`src/hdl/hav_pkg.sv`:
```
// hav_pkg: shared constants, types and tables for the great-circle distance block
// no dependencies
package hav_pkg;

  localparam int ITERATIONS_DEF      = 24;
  localparam int ANGLE_FRAC_BITS_DEF = 20;

  localparam int LNG_W  = 29;
  localparam int LAT_W  = 28;
  localparam int DIST_W = 22;

  // angles in degrees * 2^21
  localparam int DEG_W = 32;
  localparam logic signed [DEG_W-1:0] DEG90  = 32'sd188743680;
  localparam logic signed [DEG_W-1:0] DEG180 = 32'sd377487360;
  localparam logic signed [DEG_W-1:0] DEG360 = 32'sd754974720;

  localparam logic [26:0] RAD_PER_DEG_Q32 = 27'd74961320;
  localparam logic [29:0] GAIN_INV_Q30    = 30'd652032874;
  localparam logic [21:0] RADIUS_RESET    = 22'd1013504;

  typedef enum logic [1:0] {
    REG_OWN_LNG = 2'd0,
    REG_OWN_LAT = 2'd1,
    REG_RADIUS  = 2'd2
  } cfg_reg_t;

  function automatic logic [29:0] atan_q30(input int i);
    logic [29:0] t;
    case (i)
      0:  t = 30'h3243F6A8 & 30'h3FFFFFFF;
      1:  t = 30'h1DAC6705;
      2:  t = 30'h0FADBAFC;
      3:  t = 30'h07F56EA6;
      4:  t = 30'h03FEAB76;
      5:  t = 30'h01FFD55B;
      6:  t = 30'h00FFFAAA;
      7:  t = 30'h007FFF55;
      8:  t = 30'h003FFFEA;
      9:  t = 30'h001FFFFD;
      10: t = 30'h000FFFFF;
      11: t = 30'h0007FFFF;
      12: t = 30'h0003FFFF;
      13: t = 30'h0001FFFF;
      14: t = 30'h0000FFFF;
      15: t = 30'h00007FFF;
      16: t = 30'h00003FFF;
      17: t = 30'h00001FFF;
      18: t = 30'h00000FFF;
      19: t = 30'h000007FF;
      20: t = 30'h000003FF;
      21: t = 30'h000001FF;
      22: t = 30'h000000FF;
      23: t = 30'h0000007F;
      24: t = 30'h0000003F;
      25: t = 30'h0000001F;
      26: t = 30'h0000000F;
      27: t = 30'h00000007;
      28: t = 30'h00000003;
      29: t = 30'h00000001;
      default: t = 30'h0;
    endcase
    return t;
  endfunction

endpackage

```
`src/hdl/hav_rot_cell.sv`:
```
// hav_rot_cell: one CORDIC rotation step (sine/cosine), registered
// depends on hav_pkg
module hav_rot_cell #(
  parameter int W     = 24,
  parameter int STEP  = 0,
  parameter int FRAC  = 20
) (
  input  logic                clk,
  input  logic                en,
  input  logic signed [W-1:0] x_i,
  input  logic signed [W-1:0] y_i,
  input  logic signed [W-1:0] z_i,
  output logic signed [W-1:0] x_o,
  output logic signed [W-1:0] y_o,
  output logic signed [W-1:0] z_o
);
  import hav_pkg::*;

  localparam logic [29:0] TAB = atan_q30(STEP) >> (30 - FRAC);
  localparam logic signed [W-1:0] ANG = W'($signed({1'b0, TAB}));

  logic signed [W-1:0] dx, dy;
  logic signed [W-1:0] x_r, y_r, z_r;

  assign dx = y_i >>> STEP;
  assign dy = x_i >>> STEP;

  always_ff @(posedge clk) begin
    if (en) begin
      if (z_i >= 0) begin
        x_r <= x_i - dx;
        y_r <= y_i + dy;
        z_r <= z_i - ANG;
      end else begin
        x_r <= x_i + dx;
        y_r <= y_i - dy;
        z_r <= z_i + ANG;
      end
    end
  end

  assign x_o = x_r;
  assign y_o = y_r;
  assign z_o = z_r;
endmodule

```
`config.mk`:
```
export PLATFORM = sky130hd
export DESIGN_NAME = hav_rot_cell
export DESIGN_NICKNAME = d
export VERILOG_FILES = /design/src/hdl/hav_pkg.sv /design/src/hdl/hav_rot_cell.sv
export SDC_FILE = /design/constraint.sdc
export NUM_CORES = 1
export LEC_CHECK = 0
export BUFFER_PORTS_ARGS = -buffer_cell sky130_fd_sc_hd__buf_2
export CORE_MARGIN = 4
export CORE_UTILIZATION = 40
export CTS_BUF_LIST = sky130_fd_sc_hd__clkbuf_8
export CTS_CLUSTER_DIAMETER = 40
export DETAILED_ROUTE_END_ITERATION = 8
export PLACE_DENSITY_LB_ADDON = 0.08
export SETUP_SLACK_MARGIN = 0.02
export SLEW_MARGIN = 25
export SYNTH_ARGS = -nofsm -noshare
export SYNTH_HDL_FRONTEND = slang
export SYNTH_SLANG_ARGS = --single-unit
```
`constraint.sdc`:
```
create_clock -name clk -period 12.7 [get_ports clk]
set_input_delay 1.905 -clock clk [delete_from_list [all_inputs] [get_ports clk]]
set_output_delay 1.905 -clock clk [all_outputs]
set_load 0.02 [all_outputs]
```
After elaboration in Yosys (flattened, before gate mapping)
Cells that the tools add are included.
- bits of input ports: 74
- output and inout port bits: 72
- register bits: 72
- logic and storage cells: 12
- $add $sub $neg: 5
- magnitude comparators: 1
- muxes and demuxes: 3
- operators with widths (kind ; number):
    24-bit two-way mux ; 3
    24-bit subtractor ; 2
    24-bit by 21-bit adder with 24-bit output, second input constant ; 1
    24-bit adder ; 1
    24-bit by 1-bit >= comparator with 1-bit output, second input constant ; 1
    24-bit by 21-bit subtractor with 24-bit output, second input constant ; 1

Longest topological paths before layout
- depth in word-level cells: 2
- mapped depth: 17
- gate-level depth less buffers: 15

Least setup slack after synthesis
Ideal clock, no wire load.
- path type: input to register
- start: input z_i[23]
- end: register z_r[22] (netlist: z_o[22]) (data pin)
- arrival: 5.006 ns
- path buffers: 2
- required time: 12.438 ns
- path slack: 7.432 ns
- stages: 17
- setup time: 0.262 ns
- path through: inv_1 > ha_1 > nor4b_1 > nand4_1 > o21ai_0 > inv_1 > clkbuf_1 > buf_2 > ha_1 > a21o_1 > o21bai_1 > a2111oi_2 > nor3_2 > a31oi_1 > o31ai_1 > a21oi_1 > xor2_1
- word-level cells in the longest chain between the ends: 2
- ends and longest elaborated chain (what ; line ; text):
    from (decl) ; hav_rot_cell.sv:12 ; input logic signed [W-1:0] z_i,
    24-bit by 1-bit >= comparator with 1-bit output ; hav_rot_cell.sv:30 ; if (z_i >= 0) begin
    24-bit two-way mux ; hav_rot_cell.sv:30 ;
    to (signal assigned) ; hav_rot_cell.sv:33 ; z_r <= z_i - ANG;
    to (signal assigned) ; hav_rot_cell.sv:37 ; z_r <= z_i + ANG;
    to (decl) ; hav_rot_cell.sv:23 ; logic signed [W-1:0] x_r, y_r, z_r;
No other way between the ends.
A chain may end at the register's enable or synchronous reset.

Worst setup path in the final report
Same ends and word-level chain as after synthesis.

==> impl_metrics.ini <==
[global_routing]
grt_overflow = 0
grt_antenna_before_repair = 0
grt_pass1_vias = 6252
grt_pass1_wl_mm = 32.83
track_usage = 0.1999
grt_max_degree = 72

[timing]
drv_slew = 0
max_freq_ghz = 0.1661
timing_hold_violations_final = 0
worstMarginPinSlew_ns = 0.9515
slew-limit-headroom = 0.3657
finalSetupViolCount = 0
period_needed_ns = 6.020
fin_tns_setup_ns = 0
hold_slack_ns = 1.839
rsz0062_at_grt = no
min_period_over_period = 0.4740

[power]
cellLeakagePower_nw = 3.787
powerDensity_nw_per_um2 = 107.6
peakVddDrop_v = 0.00005412
p_clk_frac = 0.224
combPwrFrac = 0.417
power_switching_mw = 0.3396
p_sw_frac = 0.3791
seqPwrFrac = 0.359
intPower_mw = 0.5562

[final_layout]
fillCellCount = 1738
antenna_cells = 0
final_cell_mix = 145 x buf_2, 92 x ha_1, 90 x a21oi_1, 75 x nor2_1, 72 x inv_1
multiInputGateArea_um2 = 4678
final_common_cell = buf_2
area_delta_synth_final_pct = 15.38
drive_gt1_frac = 0.1900
fin_nets = 1123
seq_area_um2 = 2132

[placement]
gp_congestion = 0.9154
dp_hpwl_mm = 16.26
port_buffers = 145

[floorplan]
core_region_area_um2 = 17480
die_height_um = 142.3
die_w_um = 142.3
rows = 48
ioPinCount = 146
dieArea_um2 = 20260
initial_core_util = 0.4129

[hold_path]
hp-class = in -> reg

[setup_path]
crit_path_start_kind = primary input
worstSetupEndpointType = flip-flop
crit_type = in -> reg
cp.arrival_ns = 6.12
required_ns = 12.80
worst-path-max-fanout = 50
crit_path_start = z_i[23]
crit_path_end = z_o[22]

[clock_network]
cts_sinks = 71
cts_tree = done
clk_path_buf_depth = 2
clk_pin_slew_worst_paths_ns = 0.08
cts.repair.resized = 0
htreeDepth = 3
postCtsSetupBuffers = 0
postCtsHoldBufs = 0
clock-root-buffer = clkbuf_8
cts-buffers-inserted = 9

[synthesis]
synth_cells = 825
avgSynthCellArea_um2 = 8.748
synth.area.top_cells = edfxtp_1 30%, ha_1 16%, a21oi_1 6.2%, xnor2_1 5.8%, nor2_1 3.9%
yosysTopAreaCell = edfxtp_1
ys_warn_count = 0
ys.flop_type = edfxtp_1
ys_types = 68
async_flop_share = 0
netlist.area_leader.share = 0.2954
yosys_register_bits = 71
synth_edf_count = 71
syn-num-nets = 995
yosysSeqAreaShare = 0.2954
netlist_area_um2 = 7217

[routing]
vias_per_cell = 5.489
drtAntennaViolNets = 0
wl_per_cell_um = 17.31
vias = 6493
drc_errors = 0
dr.pass1.iters = 5
drt_first_iter_violations = 449
routed_wl_mm = 20.48

[status]
status = complete, no violations

[flow_run]
maxCapViolations = 0
worst min-delay path by stage:
stage,start,end,slack (ns),cells after the start
2_1_floorplan,en,x_o[0],2.02,0
3_3_place_gp,z_i[0],z_o[0],2.20,2
3_5_place_dp,z_i[0],z_o[0],2.20,2
4_1_cts,z_i[0],z_o[0],1.82,2
5_1_grt,z_i[0],z_o[0],1.84,2
6_report,z_i[0],z_o[0],1.84,2
cell families (layout without fill, tap and decap cells):
group                      count (synthesis)  in the layout  share of synthesized area
AOI/OAI and AO/OA                        259            259                     0.2391
and+or+nand+nor                          224            224                     0.1496
buffers and inverters                    104            237                    0.05790
adders and majority gates                 96             96                     0.1706
DFF                                       71             71                     0.2954
xor gates and xnor gates                  64             64                    0.07767
muxes                                      7              7                   0.009709
flip-flops by register name, summed over array words and instances (netlist names):
name / cells
x_o: 24
z_o: 24
y_o: 23
layout make-up:
type	instances	share of cell area
clock buffer	9	0.01488
clock inverter	7	0.01067
inverter	73	0.03291
multi-input combinational	650	0.5618
sequential	71	0.2560
tap	225	0.03381
timing repair buffer	148	0.08986
power by group through the flow:
stage / clock (mW) / sequential [mW] / combinational, mW
3_3_place_gp: 0 / 0.328 / 0.372
5_1_grt: 0.216 / 0.326 / 0.409
2_1_floorplan: 0 / 0.377 / 0.203
6_report: 0.200 / 0.322 / 0.374
4_1_cts: 0.206 / 0.323 / 0.373
3_5_place_dp: 0 / 0.328 / 0.371
critical path, cell delays in order:
cell and delay [ns]:
buf_2 0.13, inv_1 0.08, ha_1 0.13, nor4b_1 0.27, nand4_1 0.23, o21ai_4 0.18
buf_4 0.49, clkinv_1 0.52, ha_1 0.50, a21o_1 0.22, o21bai_1 0.19, a2111oi_2 0.42
nor3_2 0.13, a31oi_1 0.32, o31ai_1 0.12, a21oi_1 0.19, xor2_1 0.08
synth_stat cells (all sizes together) (2+ instances only):
master,instances
a2111oi,4
a211o,3
a211oi,11
a21o,31
a21oi,91
a221o,2
a22oi,2
a2bb2oi,2
a311oi,3
a31oi,4
and2,4
and3,3
buf,13
clkbuf,18
edfxtp,71
fa,4
ha,92
inv,73
mux2i,7
nand2,44
nand2b,22
nand3,18
nand3b,2
nand4,8
nor2,75
nor2b,9
nor3,20
nor4,10
nor4b,2
o211a,2
o21a,9
o21ai,49
o21bai,16
o311a,3
o311ai,8
o31a,2
o31ai,5
o41ai,3
or2,2
or3,4
xnor2,48
xor2,16
layer usage:
layer | GRT usage | wire (um)
met3 | 0.01546 | 1120
met5 | 0 | 0
met1 | 0.2892 | 9868
met4 | 0.05103 | 250
met2 | 0.3250 | 9236
metrics by stage:
step / power [mW] / cell area, um^2 / worst slack [ns] / instances / util
2_1_floorplan: 0.5800 / 7217 / 7.432 / 825 / -
3_3_place_gp: 0.6996 / 8114 / 6.509 / 1167 / 0.4643
3_5_place_dp: 0.6996 / 8114 / 6.362 / 1167 / 0.4643
4_1_cts: 0.9012 / 8327 / 6.720 / 1183 / 0.4764
5_1_grt: 0.9514 / 8327 / 6.275 / 1183 / 0.4764
6_report: 0.8959 / 8327 / 6.680 / 1183 / 0.4764
(Power assumes the default switching activity.)
