--- config.mk ---
export PLATFORM = sky130hd
export DESIGN_NAME = hav_vec_cell
export DESIGN_NICKNAME = d
export VERILOG_FILES = /design/src/hdl/hav_pkg.sv /design/src/hdl/hav_vec_cell.sv
export SDC_FILE = /design/constraint.sdc
export NUM_CORES = 1
export LEC_CHECK = 0
export BUFFER_PORTS_ARGS = -buffer_cell sky130_fd_sc_hd__buf_2
export CORE_MARGIN = 2
export CORE_UTILIZATION = 57
export DETAILED_ROUTE_END_ITERATION = 6
export GPL_TIMING_DRIVEN = 0
export PLACE_DENSITY = 0.89
export SYNTH_ARGS = -nofsm -noshare
export SYNTH_HDL_FRONTEND = slang
export SYNTH_SLANG_ARGS = --single-unit
--- constraint.sdc ---
create_clock -name clk -period 4.6 [get_ports clk]
set_input_delay 0.23 -clock clk [delete_from_list [all_inputs] [get_ports clk]]
set_output_delay 0.23 -clock clk [all_outputs]
set_load 0.01 [all_outputs]
--- src/hdl/hav_pkg.sv ---
// hav_pkg: shared constants, types and tables for the great-circle distance block
// no dependencies
package hav_pkg;

  localparam int ITERATIONS_DEF      = 24;
  localparam int ANGLE_FRAC_BITS_DEF = 20;

  localparam int LNG_W  = 29;
  localparam int LAT_W  = 28;
  localparam int DIST_W = 22;

  // angles in degrees * 2^21
  localparam int DEG_W = 32;
  localparam logic signed [DEG_W-1:0] DEG90  = 32'sd188743680;
  localparam logic signed [DEG_W-1:0] DEG180 = 32'sd377487360;
  localparam logic signed [DEG_W-1:0] DEG360 = 32'sd754974720;

  localparam logic [26:0] RAD_PER_DEG_Q32 = 27'd74961320;
  localparam logic [29:0] GAIN_INV_Q30    = 30'd652032874;
  localparam logic [21:0] RADIUS_RESET    = 22'd1013504;

  typedef enum logic [1:0] {
    REG_OWN_LNG = 2'd0,
    REG_OWN_LAT = 2'd1,
    REG_RADIUS  = 2'd2
  } cfg_reg_t;

  function automatic logic [29:0] atan_q30(input int i);
    logic [29:0] t;
    case (i)
      0:  t = 30'h3243F6A8 & 30'h3FFFFFFF;
      1:  t = 30'h1DAC6705;
      2:  t = 30'h0FADBAFC;
      3:  t = 30'h07F56EA6;
      4:  t = 30'h03FEAB76;
      5:  t = 30'h01FFD55B;
      6:  t = 30'h00FFFAAA;
      7:  t = 30'h007FFF55;
      8:  t = 30'h003FFFEA;
      9:  t = 30'h001FFFFD;
      10: t = 30'h000FFFFF;
      11: t = 30'h0007FFFF;
      12: t = 30'h0003FFFF;
      13: t = 30'h0001FFFF;
      14: t = 30'h0000FFFF;
      15: t = 30'h00007FFF;
      16: t = 30'h00003FFF;
      17: t = 30'h00001FFF;
      18: t = 30'h00000FFF;
      19: t = 30'h000007FF;
      20: t = 30'h000003FF;
      21: t = 30'h000001FF;
      22: t = 30'h000000FF;
      23: t = 30'h0000007F;
      24: t = 30'h0000003F;
      25: t = 30'h0000001F;
      26: t = 30'h0000000F;
      27: t = 30'h00000007;
      28: t = 30'h00000003;
      29: t = 30'h00000001;
      default: t = 30'h0;
    endcase
    return t;
  endfunction

endpackage

--- src/hdl/hav_vec_cell.sv ---
// hav_vec_cell: one CORDIC vectoring step (arctangent), registered
// depends on hav_pkg
module hav_vec_cell #(
  parameter int W     = 24,
  parameter int STEP  = 0,
  parameter int FRAC  = 20
) (
  input  logic                clk,
  input  logic                en,
  input  logic signed [W-1:0] x_i,
  input  logic signed [W-1:0] y_i,
  input  logic signed [W-1:0] z_i,
  output logic signed [W-1:0] x_o,
  output logic signed [W-1:0] y_o,
  output logic signed [W-1:0] z_o
);
  import hav_pkg::*;

  localparam logic [29:0] TAB = atan_q30(STEP) >> (30 - FRAC);
  localparam logic signed [W-1:0] ANG = W'($signed({1'b0, TAB}));

  logic signed [W-1:0] dx, dy;
  logic signed [W-1:0] x_r, y_r, z_r;

  assign dx = y_i >>> STEP;
  assign dy = x_i >>> STEP;

  always_ff @(posedge clk) begin
    if (en) begin
      if (y_i >= 0) begin
        x_r <= x_i + dx;
        y_r <= y_i - dy;
        z_r <= z_i + ANG;
      end else begin
        x_r <= x_i - dx;
        y_r <= y_i + dy;
        z_r <= z_i - ANG;
      end
    end
  end

  assign x_o = x_r;
  assign y_o = y_r;
  assign z_o = z_r;
endmodule

# Yosys cells after proc, flatten, opt, wreduce, memory -nomap -nowiden
# Index checks and enable logic that the tools add are counted.
dict set report totals {
  register_bits 72
  out_inout_bits 72
  in_bits 74
  elab_cells 12
}
dict set report classes {
  order_cmp 1
  addsub 5
  n_mux 3
}
# op n
set op_table {}
lappend op_table {{two-way mux 24 bit} 3}
lappend op_table {{subtractor 24 bit} 2}
lappend op_table {{adder 24 x 21 -> 24 bit, second input constant} 1}
lappend op_table {{adder 24 bit} 1}
lappend op_table {{greater-or-equal comparator 24 x 1 -> 1 bit, second input constant} 1}
lappend op_table {{subtractor 24 x 21 -> 24 bit, second input constant} 1}

# Longest topological paths before layout
# Gate-level depths: netlist of run 1.
dict set report depth {
  depth_word 2
  ltp_mapped 16
  ltp_nobuf 12
}

# Least setup slack after synthesis of run 1
# OpenSTA, ideal clock, no wires.
dict set report synth_timing {
  path_kind {input to register}
  startpoint {input y_i[23]}
  endpoint {register z_r[22], in the netlist z_o[22], data pin}
  arrival_ns 3.602
  required_ns 4.337
  setup_ns 0.263
  n_path_buf 5
  path_slack_ns 0.735
  cell_stages 16
  path_cell_list {buf_6 -> clkbuf_1 -> clkbuf_1 -> buf_1 -> clkbuf_1 -> xor2_1 -> ha_1 -> o21ai_0 -> and3_1 -> a211oi_1 -> a2bb2oi_1 -> o21ai_1 -> o22ai_1 -> o21ai_1 -> mux2i_1 -> xor2_1}
}
dict set report synth_via {
  elab_chain_cells 2
}
# item line
set synth_lines {}
lappend synth_lines {{start: declaration} hav_vec_cell.sv:11} ;# input logic signed [W-1:0] y_i,
lappend synth_lines {{greater-or-equal comparator 24 x 1 -> 1 bit} hav_vec_cell.sv:30} ;# if (y_i >= 0) begin
lappend synth_lines {{two-way mux 24 bit} hav_vec_cell.sv:30}
lappend synth_lines {{end signal: assignment} hav_vec_cell.sv:33} ;# z_r <= z_i + ANG;
lappend synth_lines {{end signal: assignment} hav_vec_cell.sv:37} ;# z_r <= z_i - ANG;
lappend synth_lines {{end: declaration} hav_vec_cell.sv:23} ;# logic signed [W-1:0] x_r, y_r, z_r;
# No other way between the ends.
# A chain may end at the register's enable or synchronous reset.

# Final worst setup path of run 1
dict set report layout_timing {
  startpoint {input y_i[23]}
  endpoint {register z_r[17], in the netlist z_o[17], data pin}
}
# The elaborated chain is that of the path after synthesis.

==> results.json, run 1 <==
{
  "status": "complete, no violations",
  "final_util_pct": 68.05,
  "swShare_pct": 33.75,
  "antenna_found_initial": 0,
  "place_congestion": 0.9969,
  "ys.flop_type": "edfxtp_1",
  "numCtsBuffers": 9,
  "path_clk_slew_ps": 60,
  "placed_cells": 1081,
  "hold_viol": 0,
  "avgSynthCellArea_sq_um": 8.739,
  "routed_wl_um": 18560,
  "async_reset_ff_share_pct": 0,
  "ys_seq_area_share_pct": 30.80,
  "synth_cell_type_count": 61,
  "final_cell_mix": "141 x buf_2, 87 x a21oi_1, 79 x ha_1",
  "synthesis.instances": 792,
  "internal_power_mw": 1.626,
  "port-buffer-count": 142,
  "pin_count": 146,
  "tritoncts": "yes",
  "vias_per_cell": 6.026,
  "ant_nets": 0,
  "cts_max_level": 3,
  "p_per_area_nw_per_um2": 302.8,
  "rows": 40,
  "crit_arrival_ps": 4290,
  "post_cts_buffers": 0,
  "clock-sinks": 71,
  "rsz0062_at_grt": "false",
  "ys.warnings.count": 0,
  "grt_pass1_wl_um": 29000,
  "start_util_pct": 58.11,
  "post-route-period-util_pct": 91.56,
  "synth_nets": 948,
  "overflow": 0,
  "dpl.hpwl_um": 14130,
  "cts.path.max_buffers": 2,
  "criticalPathCategory": "input port to flop",
  "final_common_cell": "buf_2",
  "p_comb_share_pct": 36.6,
  "finalMaxSlewViolations": 0,
  "area_growth_pct": 17.10,
  "hold_depth": 2,
  "holdWs_ps": 190.4,
  "tns_ps": 0,
  "grt_usage_pct": 27.86,
  "worstPathRequired_ps": 4680,
  "final-setup-viol-count": 0,
  "antenna_cells": 0,
  "grt_pass1_vias": 6024,
  "period_needed_ps": 4212,
  "synth_area_sq_um": 6922,
  "dieWidth_um": 114.2,
  "tightest_slew_ps": 1145,
  "synth_seq_cells": 71,
  "cts_hold_buf": 0,
  "drv_cap": 0,
  "start_kind": "input port",
  "dr.pass1.iters": 5,
  "dieArea_sq_um": 13040,
  "p_leak_nw": 3.636,
  "drc": 0,
  "worstPathMaxFanout": 18,
  "finalNonFillerCells": 1095,
  "drt-initial-drc-count": 668,
  "synth-edff-count": 71,
  "irDropWorstVdd_v": 0.0001805,
  "switchingPower_mw": 0.8282,
  "wl_per_cell_um": 16.95,
  "layout.nets": 1100,
  "clockPowerShare_pct": 27.4,
  "pwr-share-seq_pct": 36.0,
  "cp-end-kind": "flop",
  "cts-root-buf": "clkbuf_16",
  "drive_gt1_share_pct": 18.67,
  "slew-limit-headroom_pct": 23.66,
  "hp-class": "input port to flop",
  "total_power_mw": 2.454,
  "grt_max_degree": 72,
  "routed-via-count": 6599,
  "core_sq_um": 11910,
  "die_h_um": 114.2,
  "max_clock_freq_mhz": 237.4
}
-- worst max-delay path: stages --
cell and delay [ps]:
buf_2 130, buf_6 140, inv_2 90, clkbuf_1 370, buf_1 900, ha_1 440
and2_1 200, a31oi_4 200, a31oi_4 160, or4_1 410, a311o_1 410, a41o_1 250
a32oi_1 240, xnor2_1 110
-- logic make-up after synthesis --
group                      Yosys count  synth area share (%)
AOI/OAI and AO/OA                  252                 23.23
xor gates and xnor gates            71                 8.984
adders and majority gates           82                 15.15
buffers and inverters              113                 6.345
DFF                                 71                 30.80
muxes                               19                 2.748
and+or+nand+nor                    184                 12.74
-- power by group through the flow --
stage / registers, mW / logic (mW) / clock network, mW
2_1_floorplan: 0.951 / 0.521 / 0
3_3_place_gp: 0.891 / 0.860 / 0
3_5_place_dp: 0.897 / 0.876 / 0
4_1_cts: 0.884 / 0.884 / 0.676
5_1_grt: 0.892 / 0.976 / 0.700
6_report: 0.884 / 0.898 / 0.672
-- layer usage --
metal | wire (um) | track usage, % | share of wire (%) | vias to the layer above
met5 | 0 | 0 | 0 | -
met4 | 497 | 12.20 | 2.7 | 0
met3 | 1666 | 3.229 | 9.0 | 56
met2 | 8834 | 47.42 | 48 | 408
met1 | 7565 | 35.81 | 41 | 3007
li1 | - | - | - | 3128
-- metrics by stage --
stage	setup WS (ps)	cell area (sq um)
4_1_cts	74.47	8109
6_report	388.4	8105
3_5_place_dp	-686.3	7819
3_3_place_gp	-580.6	7816
5_1_grt	41.43	8105
2_1_floorplan	734.8	6922
-- state kept, by name, indices dropped and copies added (netlist names) --
signal,flops
z_o,24
x_o,24
y_o,23
-- timing repair --
action                                 CTS  global route
endpoints found under the hold margin    0             0
pin swaps                                0             0
gates resized for setup                  2             0
setup endpoints to repair                3             2
-- area by class of cell --
class / instances / area [sq um]
timing repair buffer: 142 / 713.2
inverter: 74 / 277.8
sequential: 71 / 2132
clock inverter: 6 / 62.56
tap: 147 / 183.9
fill: 988 / 3806
clock buffer: 9 / 225.2
buffer: 38 / 160.2
multi-input combinational: 608 / 4350
-- synthesized netlist by cell type, types with 3 or more instances --
library cell | instances | share of area [%]
o21ai_0 | 34 | 2.5
o31ai_1 | 9 | 0.98
o21ai_1 | 20 | 1.4
ha_1 | 79 | 14
a311oi_1 | 4 | 0.51
and3_1 | 4 | 0.36
xnor2_1 | 60 | 7.6
nor3_1 | 15 | 1.1
nand3_1 | 4 | 0.29
or3_1 | 7 | 0.63
nand2b_1 | 9 | 0.81
nand4_1 | 7 | 0.63
a2111oi_0 | 3 | 0.38
a31oi_1 | 7 | 0.63
a211oi_1 | 4 | 0.43
inv_1 | 66 | 3.6
nand2_1 | 38 | 2.1
nor4_1 | 7 | 0.63
nor2_1 | 66 | 3.6
nor2b_1 | 10 | 0.90
o21a_1 | 9 | 0.98
buf_1 | 7 | 0.38
mux2i_1 | 19 | 2.7
edfxtp_1 | 71 | 31
clkbuf_1 | 29 | 1.6
o21bai_1 | 19 | 2.1
or2_1 | 3 | 0.27
and4_1 | 3 | 0.38
a221oi_1 | 3 | 0.38
o22ai_1 | 5 | 0.45
o2bb2ai_1 | 3 | 0.38
a21oi_1 | 87 | 6.3
inv_2 | 8 | 0.43
a21o_1 | 18 | 2.0
xor2_1 | 11 | 1.4
o2111ai_1 | 3 | 0.38
fa_1 | 3 | 0.87
and2_1 | 3 | 0.27
-- path summary, 6_finish.rpt --
check     from       to  slack, ps
max    y_i[23]  z_o[17]        390
min     z_i[0]   z_o[0]        190
Note: power is estimated with default switching activity, not from simulation.
==> run 2, diff against run 1 <==
--- a/config.mk
+++ b/config.mk
@@ -11,6 +11,7 @@
 export DETAILED_ROUTE_END_ITERATION = 6
 export GPL_TIMING_DRIVEN = 0
 export PLACE_DENSITY = 0.89
+export RECOVER_POWER = 100
 export SYNTH_ARGS = -nofsm -noshare
 export SYNTH_HDL_FRONTEND = slang
 export SYNTH_SLANG_ARGS = --single-unit
==> results.json, run 2 (synthesized netlist as in run 1, its figures left out) <==
{
  "antenna_cells": 0,
  "overflow": 0,
  "area_growth_pct": 15.47,
  "seq_area_sq_um": 2132,
  "clock-sinks": 71,
  "status": "complete, but fails checks",
  "violations": "DRC, capacitance limit, slew limit",
  "wl_per_cell_um": 17.05,
  "pin_count": 146,
  "post-route-period-util_pct": 95.76,
  "worstPathRequired_ps": 4680,
  "ant_nets": 0,
  "place_congestion": 0.9969,
  "worstPathMaxFanout": 18,
  "finalMaxSlewViolations": 72,
  "tritoncts": "yes",
  "dpl.hpwl_um": 14130,
  "antenna_found_initial": 0,
  "cp-end-kind": "flop",
  "p_per_area_nw_per_um2": 304.0,
  "final_common_cell": "clkbuf_1",
  "cts.path.max_buffers": 2,
  "routed-via-count": 6551,
  "drive_gt1_share_pct": 10.34,
  "grt_usage_pct": 27.86,
  "max_clock_freq_mhz": 227.0,
  "grt_max_degree": 72,
  "final-setup-viol-count": 0,
  "rsz0062_at_grt": "false",
  "dr.pass1.iters": 7,
  "start_kind": "input port",
  "multi_input_area_sq_um": 4335,
  "drc": 1,
  "path_clk_slew_ps": 60,
  "cts_max_level": 3,
  "crit_arrival_ps": 4480,
  "postPlaceCellArea_sq_um": 7819,
  "final_cell_mix": "106 x clkbuf_1, 87 x a21oi_1, 79 x ha_1",
  "dieArea_sq_um": 13040,
  "p_leak_nw": 3.421,
  "die_h_um": 114.2,
  "drv_cap": 1,
  "core_sq_um": 11910,
  "drt-initial-drc-count": 723,
  "numCtsBuffers": 9,
  "layout.nets": 1100,
  "rows": 40,
  "hold_viol": 0,
  "grt_pass1_wl_um": 29000,
  "total_power_mw": 2.430,
  "period_needed_ps": 4405,
  "slew-limit-headroom_pct": -152.8,
  "min_from": "z_i[23]",
  "vias_per_cell": 5.983,
  "fin_area_sq_um": 7993,
  "port-buffer-count": 142,
  "routed_wl_um": 18670,
  "hold_depth": 2,
  "start_util_pct": 58.11,
  "dieWidth_um": 114.2,
  "tightest_slew_ps": 3792,
  "hp-class": "input port to flop",
  "cts-root-buf": "clkbuf_16",
  "irDropWorstVdd_v": 0.0001824,
  "criticalPathCategory": "input port to flop",
  "min_to": "z_o[23]",
  "nFillCells": 1030,
  "grt_pass1_vias": 6024
}
## run 2: changes by cell type in the layout (fill, tap and decap cells not counted), sizes merged
cell and change:
clkbuf +80, buf -80
## run 2: per-layer routing
metal / global-route usage (%) / vias to the layer above / part of all wire (%) / wire length [um]
li1: - / 3131 / - / -
met1: 35.81 / 2970 / 41 / 7632
met2: 47.42 / 387 / 47 / 8842
met3: 3.229 / 63 / 8.4 / 1573
met4: 12.20 / 0 / 3.3 / 616
met5: 0 / - / 0 / 0
## run 2: worst max-delay path, stage by stage
cell and delay [ps]:
buf_2 130, buf_6 140, inv_1 130, clkbuf_1 400, clkbuf_1 890, ha_1 420
and2_0 170, a31oi_1 320, a31oi_4 190, or4_1 420, a311o_1 420, a41o_1 250
a32oi_1 250, xnor2_1 110
## run 2: repair_timing
| action | 4_1_cts | 5_1_grt |
|---|---|---|
| hold buffers | 0 | 0 |
| gates resized for setup | 2 | 0 |
| setup buffers | 0 | 0 |
| cloned | 0 | 0 |
| endpoints found under the setup margin | 3 | 2 |
## run 2: cell type report
class | count | area share [%]
tap | 147 | 2.301
clock buffer | 9 | 2.818
sequential | 71 | 26.67
buffer | 38 | 2.004
clock inverter | 6 | 0.7827
inverter | 74 | 3.475
multi-input combinational | 608 | 54.24
timing repair buffer | 142 | 7.702
## run 2: stage by stage
| stage | hold slack (ps) | util (%) | worst slack, ps | cells | setup TNS [ps] |
|---|---|---|---|---|---|
| 3_5_place_dp | 523.6 | 65.64 | -686.3 | 1081 | -1747 |
| 6_report | 186.6 | 67.10 | 194.9 | 1095 | 0 |
| 3_3_place_gp | 521.5 | 65.62 | -580.6 | 1081 | -1310 |
| 5_1_grt | 195.6 | 67.10 | 42.96 | 1095 | 0 |
| 4_1_cts | 185.3 | 68.08 | 74.47 | 1096 | 0 |
| 2_1_floorplan | 342.5 | - | 734.8 | 792 | 0 |
## run 2: worst max path at each step
stage | startpoint | endpoint | slack (ps) | cells after the start
6_report | y_i[23] | z_o[17] | 190 | 14
5_1_grt | y_i[23] | z_o[17] | 40 | 14
4_1_cts | y_i[23] | z_o[22] | 70 | 17
3_5_place_dp | y_i[23] | z_o[22] | -690 | 17
3_3_place_gp | y_i[23] | z_o[22] | -580 | 17
2_1_floorplan | y_i[23] | z_o[22] | 730 | 16
## run 2: where the power goes
group          switching [mW]  internal (mW)  total, mW
clock                   0.260          0.414      0.674
sequential             0.0316          0.858      0.889
combinational           0.539          0.327      0.866
==> run 3, diff against run 2 <==
==> constraint.sdc (replaced) <==
create_clock -name clk -period 4.6 [get_ports clk]
set_input_delay 0.23 -clock clk [delete_from_list [all_inputs] [get_ports clk]]
set_output_delay 0.23 -clock clk [all_outputs]
set_load 0.005 [all_outputs]
==> results.json, run 3 (synthesized netlist as in run 1, its figures left out) <==
{
  "status": "complete, but fails checks",
  "violations": "DRC, capacitance limit, slew limit",
  "layout.nets": 1100,
  "cp-end-kind": "flop",
  "worstPathRequired_ps": 4680,
  "place_congestion": 0.9969,
  "p_per_area_nw_per_um2": 298.5,
  "antenna_found_initial": 0,
  "numCtsBuffers": 9,
  "final_cell_mix": "104 x buf_2, 87 x a21oi_1, 79 x ha_1",
  "finalMaxSlewViolations": 72,
  "hold_viol": 0,
  "drc": 5,
  "endpoint": "z_o[17]",
  "ant_nets": 0,
  "dr.pass1.iters": 7,
  "tightest_slew_ps": 3715,
  "grt_usage_pct": 27.86,
  "dpl.hpwl_um": 14130,
  "irDropWorstVdd_v": 0.0001791,
  "dieWidth_um": 114.2,
  "seq_area_sq_um": 2132,
  "grt_pass1_wl_um": 29000,
  "nFillCells": 1007,
  "crit_arrival_ps": 4450,
  "cts-root-buf": "clkbuf_16",
  "routed-via-count": 6607,
  "period_needed_ps": 4378,
  "die_h_um": 114.2,
  "criticalPathCategory": "input port to flop",
  "fin_area_sq_um": 8040,
  "grt_pass1_vias": 6024,
  "drt-initial-drc-count": 684,
  "clock-sinks": 71,
  "final-setup-viol-count": 0,
  "core_sq_um": 11910,
  "slew-limit-headroom_pct": -147.7,
  "hp-class": "input port to flop",
  "start_util_pct": 58.11,
  "tritoncts": "yes",
  "rows": 40,
  "drive_gt1_share_pct": 14.35,
  "cts_hold_buf": 0,
  "post-route-period-util_pct": 95.17,
  "worstPathMaxFanout": 18,
  "tns_ps": 0,
  "wl_per_cell_um": 17.01,
  "crit_path_start": "y_i[23]",
  "final_util_pct": 67.50,
  "antenna_cells": 0,
  "cts.path.max_buffers": 2,
  "multi_input_area_sq_um": 4335,
  "rsz0062_at_grt": "false",
  "start_kind": "input port",
  "grt_max_degree": 72,
  "postPlaceCellArea_sq_um": 7819,
  "dieArea_sq_um": 13040,
  "total_power_mw": 2.400,
  "area_growth_pct": 16.16,
  "routed_wl_um": 18630,
  "port-buffer-count": 142,
  "final_common_cell": "buf_2",
  "vias_per_cell": 6.034,
  "drv_cap": 1,
  "pin_count": 146,
  "path_clk_slew_ps": 60,
  "overflow": 0,
  "max_clock_freq_mhz": 228.4,
  "p_leak_nw": 3.526,
  "cts_max_level": 3
}
==> run 3: cell count changes in the layout (fill, tap and decap cells not counted) <==
cell,change
buf_2,+38
clkbuf_1,-38
==> run 3: per-layer routing <==
layer / vias to the layer above / GRT usage (%) / share of wire (%)
met5: - / 0 / 0
met4: 0 / 12.20 / 3.3
met3: 66 / 3.229 / 8.2
met2: 396 / 47.42 / 47
met1: 3019 / 35.81 / 41
li1: 3126 / - / -
==> run 3: stage by stage <==
stage          setup slack, ps  cells  hold slack, ps
4_1_cts                  74.47   1096           185.3
3_5_place_dp            -686.3   1081           523.6
2_1_floorplan            734.8    792           342.5
6_report                 222.1   1095           190.2
3_3_place_gp            -580.6   1081           521.5
5_1_grt                  42.96   1095           195.6
==> run 3: worst max-delay path: stages <==
cell	delay (ps)
buf_2	130
buf_6	140
inv_1	140
clkbuf_1	400
clkbuf_1	870
ha_1	420
and2_0	170
a31oi_1	320
a31oi_4	190
or4_1	420
a311o_1	420
a41o_1	250
a32oi_1	240
xnor2_1	110
==> run 3: repair_timing <==
action	in CTS	in global routing
endpoints found under the setup margin	3	2
setup buffers	0	0
gates resized for setup	2	0
==> run 3: cell type report <==
type                       count  share of cell area [%]
clock inverter                 6                  0.7781
tap                          147                   2.288
multi-input combinational    608                   53.92
inverter                      74                   3.455
clock buffer                   9                   2.801
timing repair buffer         142                   8.248
buffer                        38                   1.992
sequential                    71                   26.52
==> run 3: worst min path at each step <==
stage,cells past startpoint,slack [ps],endpoint,start
5_1_grt,2,200,z_o[23],z_i[23]
6_report,2,190,z_o[23],z_i[23]
4_1_cts,2,190,z_o[0],z_i[0]
2_1_floorplan,0,340,x_o[0],en
3_5_place_dp,2,520,z_o[0],z_i[0]
3_3_place_gp,2,520,z_o[0],z_i[0]
==> run 3: where the power goes <==
group,internal [mW],switching (mW),total [mW]
Sequential,0.858,0.0304,0.888
Clock,0.414,0.257,0.672
Combinational,0.339,0.501,0.841
Total,1.61,0.789,2.40
