==> config.mk <==
export PLATFORM = sky130hd
export DESIGN_NAME = hav_sqrt_cell
export DESIGN_NICKNAME = d
export VERILOG_FILES = /design/src/hdl/hav_sqrt_cell.sv
export SDC_FILE = /design/constraint.sdc
export NUM_CORES = 1
export LEC_CHECK = 0
export ABC_AREA = 0
export BUFFER_PORTS_ARGS = -buffer_cell sky130_fd_sc_hd__buf_4
export CAP_MARGIN = 30
export CELL_PAD_IN_SITES_DETAIL_PLACEMENT = 0
export CELL_PAD_IN_SITES_GLOBAL_PLACEMENT = 1
export CORE_ASPECT_RATIO = 0.75
export CORE_UTILIZATION = 40
export DETAILED_ROUTE_END_ITERATION = 12
export PLACE_DENSITY = 0.89
export RECOVER_POWER = 50
export SLEW_MARGIN = 20
export SYNTH_ARGS = -nofsm -noshare
export SYNTH_HDL_FRONTEND = slang
export SYNTH_SLANG_ARGS = --single-unit
==> constraint.sdc <==
create_clock -name clk -period 5.6 [get_ports clk]
set_input_delay 0.56 -clock clk [delete_from_list [all_inputs] [get_ports clk]]
set_output_delay 0.56 -clock clk [all_outputs]
set_load 0.05 [all_outputs]
==> src/hdl/hav_sqrt_cell.sv <==
// hav_sqrt_cell: one step of a restoring bit-serial integer square root
// no package dependencies
module hav_sqrt_cell #(
  parameter int VW   = 64,
  parameter int STEP = 0
) (
  input  logic          clk,
  input  logic          en,
  input  logic [VW-1:0] v_i,
  input  logic [VW-1:0] r_i,
  output logic [VW-1:0] v_o,
  output logic [VW-1:0] r_o
);
  localparam logic [VW-1:0] BIT = VW'(1) << (VW - 2 - 2 * STEP);

  logic [VW-1:0] trial;
  logic [VW-1:0] v_r, r_r;

  assign trial = r_i + BIT;

  always_ff @(posedge clk) begin
    if (en) begin
      if (v_i >= trial) begin
        v_r <= v_i - trial;
        r_r <= (r_i >> 1) + BIT;
      end else begin
        v_r <= v_i;
        r_r <= r_i >> 1;
      end
    end
  end

  assign v_o = v_r;
  assign r_o = r_r;
endmodule

# After elaboration in Yosys (flattened, before gate mapping)
# Cells that the tools add are included.
dict set report word_totals {
  wordCells 9
  out_inout_bits 128
  reg_bits 128
}
dict set report classes {
  magnitude_cmp 1
  muxes 2
  add_sub_neg 3
}
# operator n
set op_table {}
lappend op_table {{$add A63 B63 Y64 const B} 1}
lappend op_table {{$add A64 B63 Y64 const B} 1}
lappend op_table {{$ge A64 B64 Y1} 1}
lappend op_table {{$mux W64} 1}
lappend op_table {{$sub A64 B64 Y64} 1}
lappend op_table {{$mux W63} 1}

# Logic depth before layout (Yosys ltp)
# Gate-level depths: netlist of the first run.
dict set report logic_depth {
  depth_word 3
  depth_mapped 14
  ltp_nobuf 13
}

# Worst setup path before layout of the first run
# OpenSTA, ideal clock, no wires.
dict set report synth_path {
  path_kind {input port to flip-flop}
  start {in r_i[16]}
  end {reg v_r[60], in the netlist v_o[60] (data pin)}
  slack_ns 2.180
  path_buffers 0
  t_arrival_ns 3.162
  cell_stages 12
  setup_ns 0.257
  required_time_ns 5.343
  cell_sequence {inv_1 -> ha_1 -> and2_1 -> nand3_1 -> or3_1 -> a41o_1 -> nor3_2 -> o21ai_1 -> o41ai_4 -> or4b_1 -> a21oi_1 -> nor3_1}
}
dict set report synth_between {
  elab_chain_cells 3
}
# item line_no
set synth_rtl {}
lappend synth_rtl {{start, declared} 10} ;# input logic [VW-1:0] r_i,
lappend synth_rtl {{$add A64 B63 Y64 (*)} 19} ;# assign trial = r_i + BIT;
lappend synth_rtl {{$sub A64 B64 Y64 or $ge A64 B64 Y1 (tied branches)} {24, 23}}
lappend synth_rtl {{$mux W64 (*)} 23} ;# if (v_i >= trial) begin
lappend synth_rtl {{end signal, assigned} 24} ;# v_r <= v_i - trial;
lappend synth_rtl {{end signal, assigned} 27} ;# v_r <= v_i;
lappend synth_rtl {{end, declared} 17} ;# logic [VW-1:0] v_r, r_r;
# Every way passes the cells marked *; elsewhere a longest branch is shown, timed or not.
# A chain may end at the register's enable or synchronous reset.

# Worst setup path in the final report of the first run
dict set report layout_path {
  start {in en}
  end {reg r_r[33], in the netlist r_o[33] (enable)}
}
# item line_no
set layout_lines {}
lappend layout_lines {{start, declared} 8} ;# input logic en,
lappend layout_lines {{end signal, assigned} 25} ;# r_r <= (r_i >> 1) + BIT;
lappend layout_lines {{end signal, assigned} 28} ;# r_r <= r_i >> 1;
lappend layout_lines {{end, declared} 17}
# No word-level cell between the ends.

==> metrics.md, run 1 <==
| Metric | Value |
|---|---|
| Fraction of power consumed by combinational cells | around 35% |
| Run status | finished with violations |
| Setup violators final | 0 |
| Sequential area share after synthesis | around 45% |
| Max-capacitance violation count | 1 |
| Average cell area after synthesis | 9.728 um^2 |
| Root Buffer Master | sky130_fd_sc_hd__clkbuf_16 |
| Post-CTS setup repair buffer count | 0 |
| Crit path launch | en |
| Critical path startpoint category | input pin |
| Sequential share of power | about a third |
| Share of the cycle needed by the critical path after routing | roughly 77% |
| Iteration count of the initial detailed-routing pass | 5 |
| Detailed-route DRC error count | 0 |
| Largest net degree at the start of global routing | 69 |
| Last weighted congestion value of the routability-driven placer | around 0.89 |
| Total gr overflow | 0 |
| Count of cell instances traversed by the critical path | 2 |
| Data required time at the worst endpoint | approximately 5700 ps |
| Distinct cells, synth | 58 |
| Worst Path Arrival | 4370 ps |
| Share of power burned in the clock network | a little under a third |
| Synthesized cell area | between 8000 and 9000 um^2 |
| Number of buffers on the longest clock path | 2 |
| EDFF count, synth | ~130 |
| Effective utilization at floorplan | around 41% |
| Detailed-route wire length | 24270 um |
| Power density relative to cell area | around 330 nW/um^2 |
| Placeable core region | approximately 21000 um^2 |
| Via count of the first global-routing pass | slightly above 7000 |
| Share of final-layout standard cells stronger than drive strength 1 | 18.72% |
| Max incr delay on CP | between 2000 and 3000 ps |
| Commonest register cell after synthesis | sky130_fd_sc_hd__edfxtp_1 |
| Count of antenna diodes in the layout | 0 |
| Area delta synth->final | 27.70% |
| Half-perimeter wire length after detailed placement | around 19000 um |
| Top area cells in the synthesized netlist | sky130_fd_sc_hd__edfxtp_1 (45%), sky130_fd_sc_hd__ha_1 (9.3%), sky130_fd_sc_hd__a21oi_1 (6.5%), sky130_fd_sc_hd__a21o_1 (4.3%), sky130_fd_sc_hd__xnor2_1 (3.7%) |
| Kind of end point of the critical path | register |
| Largest delay share family, worst path | buffers and inverters |
| Capture point of the critical path | r_o[33] |
| Pre-CTS setup slack | ~1100 ps |
| Post-CTS Hold Fix Bufs | 0 |
| Die footprint | roughly 22000 um^2 |
| Vertical die dimension | 129.1 um |
| Die Wd | between 150 and 200 um |
| Violations in the final reports | max-capacitance violations, max-slew violations |
| Largest area contributor in the netlist | sky130_fd_sc_hd__edfxtp_1 |
| Critical path cell sequence | clkbuf_1, buf_4 |
| Leakage | about 4.8 nW |
| I/O pins | around 260 |
| Clock Pin Slew Worst Setup and Hold Paths | 60 ps |
| Yosys Warn Count | 0 |
| Critical path's slowest cell | sky130_fd_sc_hd__clkbuf_1 |
| Antenna violation net count after detailed routing | 0 |
| Initial antenna violation count | 0 |
| Clock H-tree levels | 4 |
| Total negative setup slack | 0 ps |
| Slack of the critical path | between 1000 and 1500 ps |
| Fraction of synthesis flops using an asynchronous set or reset pin | 0% |
| Type of the most critical hold path | input pin to register |
| Cts repair resizes | 0 |
| All-layer global routing usage | 22.15% |
| Number of core rows | 46 |
| Wire length of the first global-routing pass | around 38000 um |
| Via density per instance | 5.305 |
| Area share of the leading cell type in the synthesized netlist | between 40% and 50% |
| Buffers & Inverters on Critical Path | 2 |
| Number of pins with negative max-slew slack in the final report | just under 70 |
| Net switching fraction of the power | between 30% and 40% |
| Routed vias | 7592 |
| CTS tree | yes |
| Final hold vios | 0 |
| Peak clock frequency supported by timing | 0.2320 GHz |
| Post-synthesis sequential element count | around 130 |
| Unrepaired setup endpoints after global routing | false |
| Net switching power of the design | roughly 1.3 mW |
| Cells after Synth | roughly 890 |
| Layout fillers | slightly above 2000 |
| Class of the most critical setup path | input pin to register |
| Number of nets produced by synthesis | roughly 1100 |
| IO buf count | between 200 and 300 |
| Least-Margin Pin Slew | roughly 4000 ps |
| Initial DRC Count | approximately 610 |
| Final critical delay including setup and external delays | 4311 ps |
| Clock Sinks | about 130 |
| Total internal power | about 2.2 mW |
| Final routed wire length divided by cell count | approximately 17 um |
| Crit path max fanout | just under 70 |
| Worst slew margin relative to its limit | -167.7% |
| Net count of the finished layout | 1326 |
| Max IR drop VDD | about 140 uV |
| CTS buffer count | 17 |
==> cells by family (layout without fill, tap and decap cells) <==
| logic type | Yosys count | count (layout) | synth area share [%] |
|---|---|---|---|
| buffers and inverters | 115 | 373 | 5.188 |
| DFF | 128 | 128 | 44.64 |
| and+or+nand+nor | 234 | 234 | 13.18 |
| muxes | 15 | 15 | 1.947 |
| xor gates and xnor gates | 56 | 56 | 5.697 |
| AOI/OAI and AO/OA | 272 | 272 | 19.81 |
| adders and majority gates | 65 | 65 | 9.534 |
==> cells in the final DEF, fill, tap and decap left out, drive strengths merged, types with 8 or more instances in the layout <==
cell type,count
nor3,12
o21bai,11
and3,13
mux2,14
nand2,52
ha,64
clkbuf,143
inv,80
edfxtp,128
nor2,82
nand3,14
and2,10
xnor2,36
buf,138
nand4,18
xor2,20
clkinv,8
a21o,49
a21oi,111
nor2b,10
o21ai,43
==> cell usage after synthesis (2+ instances only) <==
library cell               instances
sky130_fd_sc_hd__a21boi_0          5
sky130_fd_sc_hd__nor4b_1           2
sky130_fd_sc_hd__a21o_1           49
sky130_fd_sc_hd__o21ai_1           3
sky130_fd_sc_hd__xor2_1           20
sky130_fd_sc_hd__o21bai_1         11
sky130_fd_sc_hd__ha_1             64
sky130_fd_sc_hd__a41oi_1           5
sky130_fd_sc_hd__o31ai_1           2
sky130_fd_sc_hd__inv_1            78
sky130_fd_sc_hd__a31oi_1           7
sky130_fd_sc_hd__nor2b_1          10
sky130_fd_sc_hd__mux2_1            4
sky130_fd_sc_hd__o31a_1            5
sky130_fd_sc_hd__and4b_1           2
sky130_fd_sc_hd__or2_2             4
sky130_fd_sc_hd__nand4_1          18
sky130_fd_sc_hd__and2_1           10
sky130_fd_sc_hd__o21ai_0          40
sky130_fd_sc_hd__nor3_1           11
sky130_fd_sc_hd__o21a_1            7
sky130_fd_sc_hd__nand3_1          14
sky130_fd_sc_hd__edfxtp_1        128
sky130_fd_sc_hd__nand2b_1          3
sky130_fd_sc_hd__and3_1           13
sky130_fd_sc_hd__buf_2            11
sky130_fd_sc_hd__nand2_1          52
sky130_fd_sc_hd__o211ai_1          7
sky130_fd_sc_hd__o22ai_1           2
sky130_fd_sc_hd__a211oi_1          4
sky130_fd_sc_hd__o41ai_1           2
sky130_fd_sc_hd__a21oi_1         111
sky130_fd_sc_hd__nor2_1           82
sky130_fd_sc_hd__and4_1            3
sky130_fd_sc_hd__mux2_2           10
sky130_fd_sc_hd__xnor2_1          36
sky130_fd_sc_hd__a211o_1           2
sky130_fd_sc_hd__clkbuf_1         25
sky130_fd_sc_hd__or3_1             4
==> worst min path at each step <==
stage	start	end	slack (ps)	depth (start not counted)
after global placement	r_i[15]	r_o[14]	750	1
after floorplan	r_i[1]	r_o[0]	660	0
after CTS	r_i[57]	r_o[56]	290	1
after global routing	r_i[57]	r_o[56]	320	1
final	r_i[57]	r_o[56]	330	1
after detailed placement	r_i[57]	r_o[56]	750	1
==> flip-flops by register name (all words and copies together) (netlist names) <==
name and flops:
r_o 64, v_o 64
==> per-stage QoR <==
| step | hold WS [ps] | std cells | util [%] | power [mW] | area [um^2] |
|---|---|---|---|---|---|
| floorplan | 658.9 | 885 | - | 2.133 | 8610 |
| global placement | 748.1 | 1399 | 51.10 | 2.524 | 10790 |
| detailed placement | 748.6 | 1399 | 51.10 | 2.537 | 10790 |
| CTS | 292.4 | 1430 | 53.79 | 3.646 | 11360 |
| global route | 318.6 | 1431 | 52.05 | 3.727 | 10990 |
| finish | 333.1 | 1431 | 52.05 | 3.575 | 10990 |
==> area by class of cell <==
cell class                 count  area, um^2  share of cell area [%]
multi-input combinational    642        4319                   39.29
tap                          288       360.3                   3.278
clock buffer                  17       425.4                   3.869
timing repair buffer         264        1610                   14.65
sequential                   128        3844                   34.96
inverter                      78       292.8                   2.663
clock inverter                14       142.6                   1.297
==> power groups by stage <==
stage               clock, mW  sequential [mW]  combinational [mW]
floorplan                   0             1.64               0.492
global placement            0             1.25                1.28
detailed placement          0             1.25                1.29
CTS                      1.12             1.23                1.29
global route             1.15             1.24                1.34
finish                   1.11             1.23                1.24
==> metal layers <==
| layer | track usage [%] | vias up | share of wire (%) |
|---|---|---|---|
| met5 | 0 | - | 0 |
| met4 | 6.408 | 0 | 1.4 |
| met3 | 5.651 | 29 | 7.6 |
| met2 | 32.57 | 301 | 42 |
| met1 | 32.00 | 3524 | 49 |
| li1 | - | 3738 | - |
Note: power is estimated with default switching activity, not from simulation.
==> inputs of run 2 (changes only) <==
- clock period: 5.6 -> 4.2 ns (I/O delays scaled with it)
==> metrics.md, run 2 (same netlist as run 1, synthesis figures left out) <==
| Metric | Value |
|---|---|
| Net switching power of the design | 1.738 mW (+31%) |
| Area delta synth->final | 29.49% |
| Worst Path Arrival | 3820 ps (-550 ps) |
| Worst slew margin relative to its limit | -62.29% (+110 points) |
| Net count of the finished layout | 1332 (+0.45%) |
| Max incr delay on CP | 660 ps (-2110 ps) |
| I/O pins | 258 (unchanged) |
| Last weighted congestion value of the routability-driven placer | 0.8762 (-1.7%) |
| Clock Sinks | 128 (unchanged) |
| CTS tree | yes |
| Initial DRC Count | 533 (-13%) |
| Via count of the first global-routing pass | 6975 (-3.7%) |
| Leakage | 4.924 nW (+2.5%) |
| Number of buffers on the longest clock path | 2 (unchanged) |
| Type of the most critical hold path | input pin to register |
| Final hold vios | 0 (unchanged) |
| Via density per instance | 5.263 (-0.80%) |
| Peak clock frequency supported by timing | 0.2826 GHz |
| Setup violators final | 0 (unchanged) |
| Share of final-layout standard cells stronger than drive strength 1 | 21.41% (+2.7 points) |
| CTS buffer count | 17 (unchanged) |
| Share of power burned in the clock network | 29.1% (-1.8 points) |
| Final routed wire length divided by cell count | 16.73 um (-1.4%) |
| Class of the most critical setup path | input pin to register |
| Total negative setup slack | 0 ps (unchanged) |
| Net switching fraction of the power | 36.97% (-0.27 points) |
| Critical path cell sequence | clkbuf_4, inv_1, ha_1, o211ai_1, a21oi_1, o41ai_1, nor4bb_1, nor3_2, o21ai_1, o41ai_4, buf_4, buf_12, and3_1, a311o_1, nor2_1 |
| Most common library cell in the layout ignoring fill and taps | sky130_fd_sc_hd__buf_4 |
| Placeable core region | 21120 um^2 (unchanged) |
| Cts repair resizes | 0 (unchanged) |
| Violations in the final reports | max-capacitance violations, max-slew violations |
| Data required time at the worst endpoint | 4480 ps (-1180 ps) |
| Die footprint | 22120 um^2 (unchanged) |
| Die Wd | 171.4 um (unchanged) |
| Kind of end point of the critical path | register |
| Unrepaired setup endpoints after global routing | false |
| Count of antenna diodes in the layout | 0 (unchanged) |
| Share of the cycle needed by the critical path after routing | ~84% |
| Buffers & Inverters on Critical Path | 4 (+2) |
| Half-perimeter wire length after detailed placement | 18570 um (-2.3%) |
| Initial antenna violation count | 0 (unchanged) |
| Total internal power | 2.964 mW (+32%) |
| Total design power | 4.702 mW (+31%) |
| Post-CTS Hold Fix Bufs | 0 (unchanged) |
| Max-capacitance violation count | 1 (unchanged) |
| Least-Margin Pin Slew | 2434 ps (-1581 ps) |
| Clock Pin Slew Worst Setup and Hold Paths | 60 ps (about the same) |
| Layout fillers | 2000 (-1.8%) |
| Clock H-tree levels | 4 (unchanged) |
| Effective utilization at floorplan | 40.76% (unchanged) |
| Root Buffer Master | sky130_fd_sc_hd__clkbuf_16 |
| Detailed-route wire length | 24040 um (-0.95%) |
| Number of pins with negative max-slew slack in the final report | 93 (+35%) |
| Vertical die dimension | 129.1 um (unchanged) |
| Hold Startpoint | r_i[17] |
| Power density relative to cell area | 421.7 nW/um^2 (+30%) |
| Number of core rows | 46 (unchanged) |
| Critical path's slowest cell | sky130_fd_sc_hd__o41ai_1 |
| Sequential share of power | 34.9% (+0.5 points) |
| Antenna violation net count after detailed routing | 0 (unchanged) |
| Max IR drop VDD | 217.3 uV (+56%) |
| Iteration count of the initial detailed-routing pass | 5 (unchanged) |
| Critical path startpoint category | input pin |
| IO buf count | 257 (unchanged) |
| All-layer global routing usage | 21.61% (-0.54 points) |
| Wire length of the first global-routing pass | 37030 um (-2.0%) |
| Routed vias | 7563 (-0.38%) |
| Crit path launch | r_i[3] |
| Final critical delay including setup and external delays | 3539 ps |
| Commonest cells after routing, fill and taps aside | sky130_fd_sc_hd__buf_4 (164), sky130_fd_sc_hd__edfxtp_1 (128), sky130_fd_sc_hd__a21oi_1 (111), sky130_fd_sc_hd__nor2_1 (82), sky130_fd_sc_hd__inv_1 (78) |
| Run status | finished with violations |
| Detailed-route DRC error count | 0 (unchanged) |
| Total gr overflow | 0 (unchanged) |
| Post-CTS setup repair buffer count | 0 (unchanged) |
| Fraction of power consumed by combinational cells | 36.0% (+1.4 points) |
| Largest net degree at the start of global routing | 93 (+35%) |
| Crit path max fanout | 25 (-63%) |
| Largest delay share family, worst path | compound AO/OA/AOI/OAI gates |
[run 2: final timing paths]
check	cells after the start	slack, ps	endpoint
setup / recovery	15	660	v_o[61]
hold / removal	1	210	r_o[16]
[run 2: layer usage]
metal	vias up	wire [um]	track usage, %	share of wire, %
met3	28	1917	5.620	8.0
met5	-	0	0	0
met1	3500	11750	31.68	49
met4	0	354	6.513	1.5
met2	302	10020	30.99	42
li1	3733	-	-	-
[run 2: power by group through the flow]
stage / logic (mW) / registers (mW) / clock network [mW]
floorplan: 0.656 / 2.19 / 0
global placement: 1.73 / 1.66 / 0
detailed placement: 1.74 / 1.66 / 0
CTS: 1.74 / 1.64 / 1.40
global route: 1.82 / 1.66 / 1.44
finish: 1.69 / 1.64 / 1.37
[run 2: metrics by stage]
stage                     util (%)  worst slack (ps)  hold WS, ps  area [um^2]  std cells
after floorplan                  -             920.1        518.9         8610        885
after global placement       51.53             379.5        608.5        10880       1406
after detailed placement     51.53             267.3        608.8        10880       1406
after CTS                    54.03             671.0        165.2        11410       1437
after global routing         52.78             337.2        188.5        11150       1437
final                        52.78             661.0        206.4        11150       1437
[run 2: layout make-up]
class | count | area, um^2 | area share, %
Clock buffer | 19 | 432.9 | 3.883
Clock inverter | 12 | 96.34 | 0.8642
Inverter | 78 | 292.8 | 2.626
Multi-Input combinational cell | 642 | 4319 | 38.74
Sequential cell | 128 | 3844 | 34.48
Tap cell | 288 | 360.3 | 3.232
Timing Repair Buffer | 270 | 1803 | 16.17
==> inputs of run 3 (changes only) <==
- clock period: 4.2 -> 3.35 ns (I/O delays scaled with it)
==> metrics.md, run 3 (same netlist as run 1, synthesis figures left out) <==
| Metric | Value |
|---|---|
| Least-Margin Pin Slew | 1721 ps (-713.8 ps) |
| Total design power | 6.392 mW (+36%) |
| Crit path max fanout | 5 (-80%) |
| Fraction of power consumed by combinational cells | 36.5% (+0.5 points) |
| Type of the most critical hold path | input pin to register |
| Pre-CTS setup slack | -440.3 ps (-707.6 ps) |
| Net switching fraction of the power | 35.66% (-1.3 points) |
| Class of the most critical setup path | input pin to register |
| Largest net degree at the start of global routing | 69 (-26%) |
| Critical path's slowest cell | sky130_fd_sc_hd__or4b_1 |
| Detailed-route DRC error count | 0 (unchanged) |
| Clock H-tree levels | 4 (unchanged) |
| Max IR drop VDD | 239.7 uV (+10%) |
| Critical path cell sequence | buf_4, inv_1, ha_1, fa_1, nand2b_1, a21oi_2, o41ai_2, nor4bb_1, buf_4, nor3_2, o21ai_1, o41ai_4, buf_4, or4b_1, a21oi_1, nor3_1 |
| Count of antenna diodes in the layout | 0 (unchanged) |
| Clock Pin Slew Worst Setup and Hold Paths | 60 ps (about the same) |
| Final critical delay including setup and external delays | 3147 ps |
| Leakage | 5.579 nW (+13%) |
| Area delta synth->final | 40.59% |
| Net switching power of the design | 2.280 mW (+31%) |
| Smallest hold slack | 122.1 ps (-84.25 ps) |
| Worst slew margin relative to its limit | -14.71% (+48 points) |
| CTS buffer count | 17 (unchanged) |
| Count of cell instances traversed by the critical path | 16 (+1) |
| Crit path launch | v_i[0] |
| Capture point of the critical path | v_o[60] |
| Via density per instance | 5.191 (-1.4%) |
| Commonest cells after routing, fill and taps aside | sky130_fd_sc_hd__buf_4 (301), sky130_fd_sc_hd__edfxtp_1 (128), sky130_fd_sc_hd__a21oi_1 (110), sky130_fd_sc_hd__nor2_1 (82), sky130_fd_sc_hd__inv_1 (78) |
| IO buf count | 257 (unchanged) |
| Number of core rows | 46 (unchanged) |
| Max incr delay on CP | 430 ps (-230 ps) |
| Die footprint | 22120 um^2 (unchanged) |
| Placeable core region | 21120 um^2 (unchanged) |
| I/O pins | 258 (unchanged) |
| Critical path startpoint category | input pin |
| Antenna violation net count after detailed routing | 0 (unchanged) |
| Net count of the finished layout | 1430 (+7.4%) |
| Final routed wire length divided by cell count | 16.68 um (-0.26%) |
| Largest delay share family, worst path | simple AND/OR/NAND/NOR gates |
| Worst Path Arrival | 3310 ps (-510 ps) |
| Final hold vios | 0 (unchanged) |
| Total internal power | 4.112 mW (+39%) |
| Final core utilization | 57.30% (+4.5 points) |
| Data required time at the worst endpoint | 3520 ps (-960 ps) |
| Slack of the critical path | 202.5 ps (-458.5 ps) |
| Clock Sinks | 128 (unchanged) |
| Share of power burned in the clock network | 31.3% (+2.2 points) |
| Max-capacitance violation count | 2 (+1) |
| Kind of end point of the critical path | register |
| Setup violators final | 0 (unchanged) |
| Routed vias | 7968 (+5.4%) |
| Effective utilization at floorplan | 40.76% (unchanged) |
| Wire length of the first global-routing pass | 39560 um (+6.8%) |
| Share of the cycle needed by the critical path after routing | between 90% and 100% |
| Most common library cell in the layout ignoring fill and taps | sky130_fd_sc_hd__buf_4 |
| Total negative setup slack | 0 ps (unchanged) |
| Run status | finished with violations |
| Violations in the final reports | max-capacitance violations, max-slew violations |
| Root Buffer Master | sky130_fd_sc_hd__clkbuf_16 |
| Last weighted congestion value of the routability-driven placer | 0.9055 (+3.3%) |
| Peak clock frequency supported by timing | roughly 0.32 GHz |
| All-layer global routing usage | 23.12% (+1.5 points) |
| Initial DRC Count | 533 (unchanged) |
| Sequential share of power | 32.2% (-2.7 points) |
| Total gr overflow | 0 (unchanged) |
| Worst hold path stage count | 1 (unchanged) |
| Critical path's most frequent cell | sky130_fd_sc_hd__buf_4 |
| Buffers & Inverters on Critical Path | 4 (unchanged) |
| Via count of the first global-routing pass | 7615 (+9.2%) |
| Vertical die dimension | 129.1 um (unchanged) |
| Half-perimeter wire length after detailed placement | 20280 um (+9.2%) |
| Power density relative to cell area | 528.1 nW/um^2 (+25%) |
| Initial antenna violation count | 0 (unchanged) |
| Share of final-layout standard cells stronger than drive strength 1 | 31.28% (+9.9 points) |
| Unrepaired setup endpoints after global routing | false |
| Detailed-route wire length | 25610 um (+6.5%) |
| Number of buffers on the longest clock path | 2 (unchanged) |
| CTS tree | yes |
| Die Wd | 171.4 um (unchanged) |
| Number of pins with negative max-slew slack in the final report | 131 (+41%) |
| Iteration count of the initial detailed-routing pass | 7 (+2) |
-- run 3: timing repair --
item	CTS	global route
hold buffers	0	0
setup buffers	2	0
pin swaps	1	1
gates resized for setup	0	6
gates cloned	0	0
endpoints found under the setup margin	6	47
-- run 3: through the flow --
| step | std cells | instance area (um^2) |
|---|---|---|
| floorplan | 885 | 8610 |
| finish | 1535 | 12100 |
| detailed placement | 1502 | 11580 |
| global placement | 1502 | 11580 |
| global route | 1535 | 12100 |
| CTS | 1535 | 12210 |
-- run 3: area by class of cell --
cell class              instances  area [um^2]
clock inverters                14        190.2
multi-input cells             642         4335
repair buffers                368         2656
clock buffers                  17        425.4
fillers                      1848         9019
flip-flops and latches        128         3844
well taps                     288        360.3
inverters                      78        292.8
-- run 3: worst min-delay path by stage --
stage | from | to | slack, ps
floorplan | r_i[1] | r_o[0] | 430
global placement | r_i[6] | r_o[5] | 520
detailed placement | r_i[57] | r_o[56] | 520
CTS | r_i[15] | r_o[14] | 80
global route | r_i[57] | r_o[56] | 110
finish | r_i[44] | r_o[43] | 120
-- run 3: metal layers --
| layer | global-route usage [%] | wire (um) | vias to the layer above |
|---|---|---|---|
| li1 | - | - | 3938 |
| met1 | 33.06 | 12350 | 3716 |
| met2 | 35.13 | 11160 | 294 |
| met3 | 5.834 | 1892 | 20 |
| met4 | 5.200 | 202 | 0 |
| met5 | 0 | 0 | - |
-- run 3: power by group through the flow --
stage | Sequential [mW] | Clock [mW] | Combinational, mW
finish | 2.06 | 2.00 | 2.33
detailed placement | 2.09 | 0 | 2.32
global route | 2.08 | 2.08 | 2.50
CTS | 2.06 | 2.03 | 2.34
global placement | 2.08 | 0 | 2.30
floorplan | 2.74 | 0 | 0.822
